File: src/sv/assert_macros.svh
// assertion macros for the rtl of the pair distance block, included by the top file
`ifndef ASSERT_MACROS_SVH
`define ASSERT_MACROS_SVH

// same-cycle implication, sampled on clk, off while rst_n is low
`define ASSERT_IMPL(label, ante, cons, msg) \
    label: assert property (@(posedge clk) disable iff (!rst_n) (ante) |-> (cons)) \
        else $error(msg);

// next-cycle implication, sampled on clk, off while rst_n is low
`define ASSERT_NEXT(label, ante, cons, msg) \
    label: assert property (@(posedge clk) disable iff (!rst_n) (ante) |=> (cons)) \
        else $error(msg);

`endif

File: src/sv/mipd_pkg.sv
// shared types and constants of the minimum-image pair distance pipeline
package mipd_pkg;

    // pipeline stage numbers
    localparam int NUM_STAGES = 9;
    localparam int STG_DIFF   = 0;
    localparam int STG_MAG    = 1;
    localparam int STG_PROD   = 2;
    localparam int STG_COUNT  = 3;
    localparam int STG_SHIFT  = 4;
    localparam int STG_SEP    = 5;
    localparam int STG_SQ     = 6;
    localparam int STG_SUM    = 7;
    localparam int STG_OUT    = 8;

    // field widths
    localparam int COORD_W  = 32;
    localparam int RADIUS_W = 30;
    localparam int LEN_W    = 31;
    localparam int RECIP_W  = 33;
    localparam int CUT_W    = 31;
    localparam int DSQ_W    = 62;
    localparam int THR_W    = 33;
    localparam int CFG_W    = 33;
    localparam int IDX_W    = 3;

    // configuration register indexes
    localparam logic [IDX_W-1:0] REG_LENGTH_X = 3'd0;
    localparam logic [IDX_W-1:0] REG_LENGTH_Y = 3'd1;
    localparam logic [IDX_W-1:0] REG_LENGTH_Z = 3'd2;
    localparam logic [IDX_W-1:0] REG_RECIP_X  = 3'd3;
    localparam logic [IDX_W-1:0] REG_RECIP_Y  = 3'd4;
    localparam logic [IDX_W-1:0] REG_RECIP_Z  = 3'd5;
    localparam logic [IDX_W-1:0] REG_CUTOFF   = 3'd6;

    // register reset values
    localparam logic [LEN_W-1:0]   LENGTH_RESET = 31'h7FFF_FFFF;
    localparam logic [RECIP_W-1:0] RECIP_RESET  = 33'd131072;
    localparam logic [CUT_W-1:0]   CUTOFF_RESET = 31'd0;

    // largest separation magnitude, 2^30 as a raw value, that is 16384.0 in Q16.16
    localparam logic signed [COORD_W-1:0] SEP_MAX = 32'sd1073741824;
    localparam logic signed [COORD_W-1:0] SEP_MIN = -32'sd1073741824;

    // per-stage load strobes from the pipeline control
    typedef struct packed {
        logic [NUM_STAGES-1:0] load;
    } pipe_ctl_t;

endpackage

File: src/sv/mipd_thresh.sv
// threshold square for the cutoff test, carried along to the sum stage
module mipd_thresh (
    input  logic                                clk,
    input  mipd_pkg::pipe_ctl_t                 ctl,
    input  logic [mipd_pkg::CUT_W-1:0]          cutoff,
    input  logic [mipd_pkg::RADIUS_W-1:0]       first_radius,
    input  logic [mipd_pkg::RADIUS_W-1:0]       second_radius,
    output logic                                thr_ok,
    output logic [2*mipd_pkg::COORD_W-1:0]      thr_sq
);
    import mipd_pkg::*;

    localparam int SQ_W = 2 * COORD_W;

    logic [THR_W-1:0] thr0_reg, thr1_reg;
    logic [SQ_W-1:0]  sq_dly_reg [STG_PROD:STG_SUM];
    logic             ok_dly_reg [STG_PROD:STG_SUM];

    // cutoff plus both radii
    always_ff @(posedge clk)
    begin
        if (ctl.load[STG_DIFF])
        begin
            thr0_reg <= THR_W'(cutoff) + THR_W'(first_radius) + THR_W'(second_radius);
        end
        if (ctl.load[STG_MAG])
        begin
            thr1_reg <= thr0_reg;
        end
    end

    // square of the threshold; at 2^32 or more nothing lies beyond it
    // then the delay line up to the sum stage
    always_ff @(posedge clk)
    begin
        if (ctl.load[STG_PROD])
        begin
            sq_dly_reg[STG_PROD] <= SQ_W'(thr1_reg[COORD_W-1:0]) *
                                    SQ_W'(thr1_reg[COORD_W-1:0]);
            ok_dly_reg[STG_PROD] <= !thr1_reg[THR_W-1];
        end
        for (int k = STG_COUNT; k <= STG_SUM; k++)
        begin
            if (ctl.load[k])
            begin
                sq_dly_reg[k] <= sq_dly_reg[k-1];
                ok_dly_reg[k] <= ok_dly_reg[k-1];
            end
        end
    end

    assign thr_sq = sq_dly_reg[STG_SUM];
    assign thr_ok = ok_dly_reg[STG_SUM];

endmodule

File: config.mk
export PLATFORM = sky130hd
export DESIGN_NAME = mipd_thresh
export DESIGN_NICKNAME = d
export VERILOG_FILES = /design/src/sv/assert_macros.svh /design/src/sv/mipd_pkg.sv /design/src/sv/mipd_thresh.sv
export SDC_FILE = /design/constraint.sdc
export NUM_CORES = 2
export LEC_CHECK = 0
export BUFFER_PORTS_ARGS = -buffer_cell sky130_fd_sc_hd__buf_4
export CAP_MARGIN = 10
export CORE_MARGIN = 1
export CORE_UTILIZATION = 60
export CTS_CLUSTER_DIAMETER = 80
export DETAILED_ROUTE_END_ITERATION = 8
export MAX_ROUTING_LAYER = met4
export PLACE_DENSITY_LB_ADDON = 0.1
export SLEW_MARGIN = 20
export SYNTH_ARGS = -nofsm -noshare
export SYNTH_HDL_FRONTEND = slang
export SYNTH_SLANG_ARGS = --single-unit
File: constraint.sdc
create_clock -name clk -period 9.01 [get_ports clk]
set_input_delay 0.4505 -clock clk [delete_from_list [all_inputs] [get_ports clk]]
set_output_delay 0.4505 -clock clk [all_outputs]
set_load 0.01 [all_outputs]
==> results.cfg <==
[route]
wl_met1_mm = 39.37
wl_per_cell_um = 18.35
drtAntennaViolNets = 0
drt-initial-drc-count = 1452
totalWireLength_mm = 93.37
vias = 26935
avgViaCountPerCell = 5.293
dr_wl_met2_mm = 43.66
wl_met3_mm = 7.407
drt_first_pass_iters = 5
post-route-drc-count = 0
top_layer = met4

[final_layout]
largest_reg_flops = 378
area_delta_synth_final_pct = 7.921
nNetsFinal = 5334
num_antenna_cells = 0
layout_common_cells = inv_1, fa_1, edfxtp_1
final_common_cell = inv_1
layout-drive-gt1-share_pct = 8.252

[die]
ioPinCount = 166
die_h_um = 277.0
die_area_um2 = 76740
fp-row-count = 100
initial_utilization_pct = 60.75
core-area_um2 = 74700
fp.dieW_um = 277.0

[worst_setup_path]
worst_path_max_delay_cell = edfxtp_1
path_common_cell = fa_1
critPathBufInv = 7
ff2ff_path_depth = 26
end_kind = flop
regToRegSetupSlack_ps = 400
path_class = flop to flop
critPathMaxFanout = 14
cp_top_family = adder cells
r2r_start = thr1_reg[13]$_DFFE_PP_
reg2reg_to = sq_dly_reg[0][190]$_DFFE_PP_
required_ps = 9350
worst_setup_path_start_kind = flop
critPathMaxStageDelay_ps = 900
cp.arrival_ps = 8940

[timing]
report.final.slew_viol_count = 0
slew_headroom_pct = 28.81
fin_crit_sh_pct = 95.56
worst-slew-pin-transition_ps = 1068
final.min_clock_period_ps = 8610
finalSetupViolations = 0
finalClockSkew_ps = 48.30
setup_tns_ps = 0
hold_viol = 0
max_freq_ghz = 0.1161
rsz0062_at_grt = false

[clocking]
cts.htree.levels = 2
clock-sinks = 442
clk_latency_ps = 600
clockBufferDepth = 3
clock-root-buffer = clkbuf_16
path_clk_slew_ps = 60
postCtsHoldBufs = 0
cts-buffers-inserted = 44
cts_tree = yes

[grt]
first_global_vias = 28965
grt_max_degree = 64
grt_remaining_overflow = 0
antenna_found_initial = 1
grt_pass1_wl_mm = 151.3
grt_use_total_pct = 26.35

[outcome]
outcome = completed

[logic_synthesis]
synth_edf_count = 442
ys_types = 65
synthesis.nets = 5234
synth.cell_area_um2 = 45380
ys_ff_latch = 442
yosys_warnings = 0
netlist_instances = 3984
async_reset_ff_share_pct = 0
synth_area_per_cell_um2 = 11.39
synth_flop_cell = edfxtp_1
ys_seq_area_share_pct = 29.25

[placement]
port_buffers = 162
dp_hpwl_mm = 75.53
gp_congestion = 0.9503

[worst_hold_path]
min_to = thr0_reg[2]$_DFFE_PP_
hold_depth = 1
hp-start = ctl[0]
min_path_type = input port to flop

[flow_run]
maxCapViolCount = 0
## worst max path at each step
| stage | slack (ps) | to | cells after the start | start |
|---|---|---|---|---|
| floorplan | 1290 | sq_dly_reg[0][191]$_DFFE_PP_ | 27 | thr1_reg[5]$_DFFE_PP_ |
| global placement | 380 | sq_dly_reg[0][190]$_DFFE_PP_ | 26 | thr1_reg[3]$_DFFE_PP_ |
| detailed placement | 300 | sq_dly_reg[0][190]$_DFFE_PP_ | 26 | thr1_reg[3]$_DFFE_PP_ |
| CTS | 260 | sq_dly_reg[0][190]$_DFFE_PP_ | 26 | thr1_reg[3]$_DFFE_PP_ |
| global route | 110 | sq_dly_reg[0][184]$_DFFE_PP_ | 25 | thr1_reg[22]$_DFFE_PP_ |
| finish | 400 | sq_dly_reg[0][190]$_DFFE_PP_ | 26 | thr1_reg[13]$_DFFE_PP_ |
## layer usage
metal  vias to the layer above  GRT usage, %
li1                      12391             -
met2                       933         41.32
met3                       194         4.826
met4                         0         7.764
met5                         -             -
met1                     13417         35.40
## metrics by stage
| stage | utilization, % | cells | hold slack (ps) | area, um^2 | setup slack [ps] |
|---|---|---|---|---|---|
| finish | 65.57 | 5089 | 300.0 | 48980 | 400.2 |
| global route | 65.57 | 5089 | 309.7 | 48980 | 108.9 |
| CTS | 65.55 | 5087 | 279.1 | 48960 | 264.6 |
| detailed placement | 63.68 | 5005 | 404.5 | 47570 | 303.6 |
| global placement | 63.68 | 5005 | 400.3 | 47570 | 381.7 |
| floorplan | - | 3984 | 400.3 | 45380 | 1292 |
## repair_timing
action	CTS	global route
setup buffers	0	2
endpoints found under the setup margin	0	3
gates resized for setup	0	0
## kinds of logic after synthesis
| kind of cell | Yosys count | share of synthesized area, % |
|---|---|---|
| AO/OA/AOI/OAI | 331 | 4.665 |
| XOR/XNOR | 124 | 2.393 |
| adder cells (fa/ha/maj) | 1149 | 45.24 |
| buffers and inverters | 1200 | 10.48 |
| flip-flops | 442 | 29.25 |
| multiplexers | 4 | 0.09099 |
| other | 2 | 0.01655 |
| AND/OR/NAND/NOR | 732 | 7.861 |
## synth_stat cells (3+ instances only)
master,count,area [um^2]
a21oi_1,112,560.5
and3_1,3,18.77
o31ai_1,5,37.54
a31oi_1,11,68.82
mux2i_1,3,30.03
xor2_1,54,473.0
o21ai_0,55,275.3
a31o_2,12,105.1
or2_2,7,43.79
o21ai_1,4,20.02
a21boi_0,3,22.52
a2111oi_0,3,26.28
and2_1,225,1408
buf_4,66,495.5
inv_1,1001,3757
nand3_1,14,70.07
and4_1,4,35.03
xnor2_1,70,613.1
nor2b_1,18,112.6
buf_2,4,20.02
nor3_1,13,65.06
a41oi_1,3,26.28
nand2_1,317,1190
o21a_1,8,60.06
a21o_1,59,442.9
ha_1,329,4116
a41o_1,3,30.03
clkbuf_1,127,476.7
fa_1,820,16420
nor2_1,84,315.3
edfxtp_1,442,13270
nand4_1,23,143.9
nand2b_1,13,81.33
o31ai_2,3,37.54
o21bai_1,16,120.1
a211oi_1,11,82.58
## cell type report
type | count | area [um^2]
Multi-Input combinational cell | 2342 | 27350
Tap cell | 969 | 1212
Clock buffer | 55 | 1142
Fill cell | 5819 | 25720
Timing Repair Buffer | 253 | 1987
Clock inverter | 27 | 252.7
Sequential cell | 442 | 13270
Inverter | 1001 | 3757
Power is left out: the tool's default activity adds up to more than one toggle a clock period on the data nets, which glitch-free logic cannot reach.
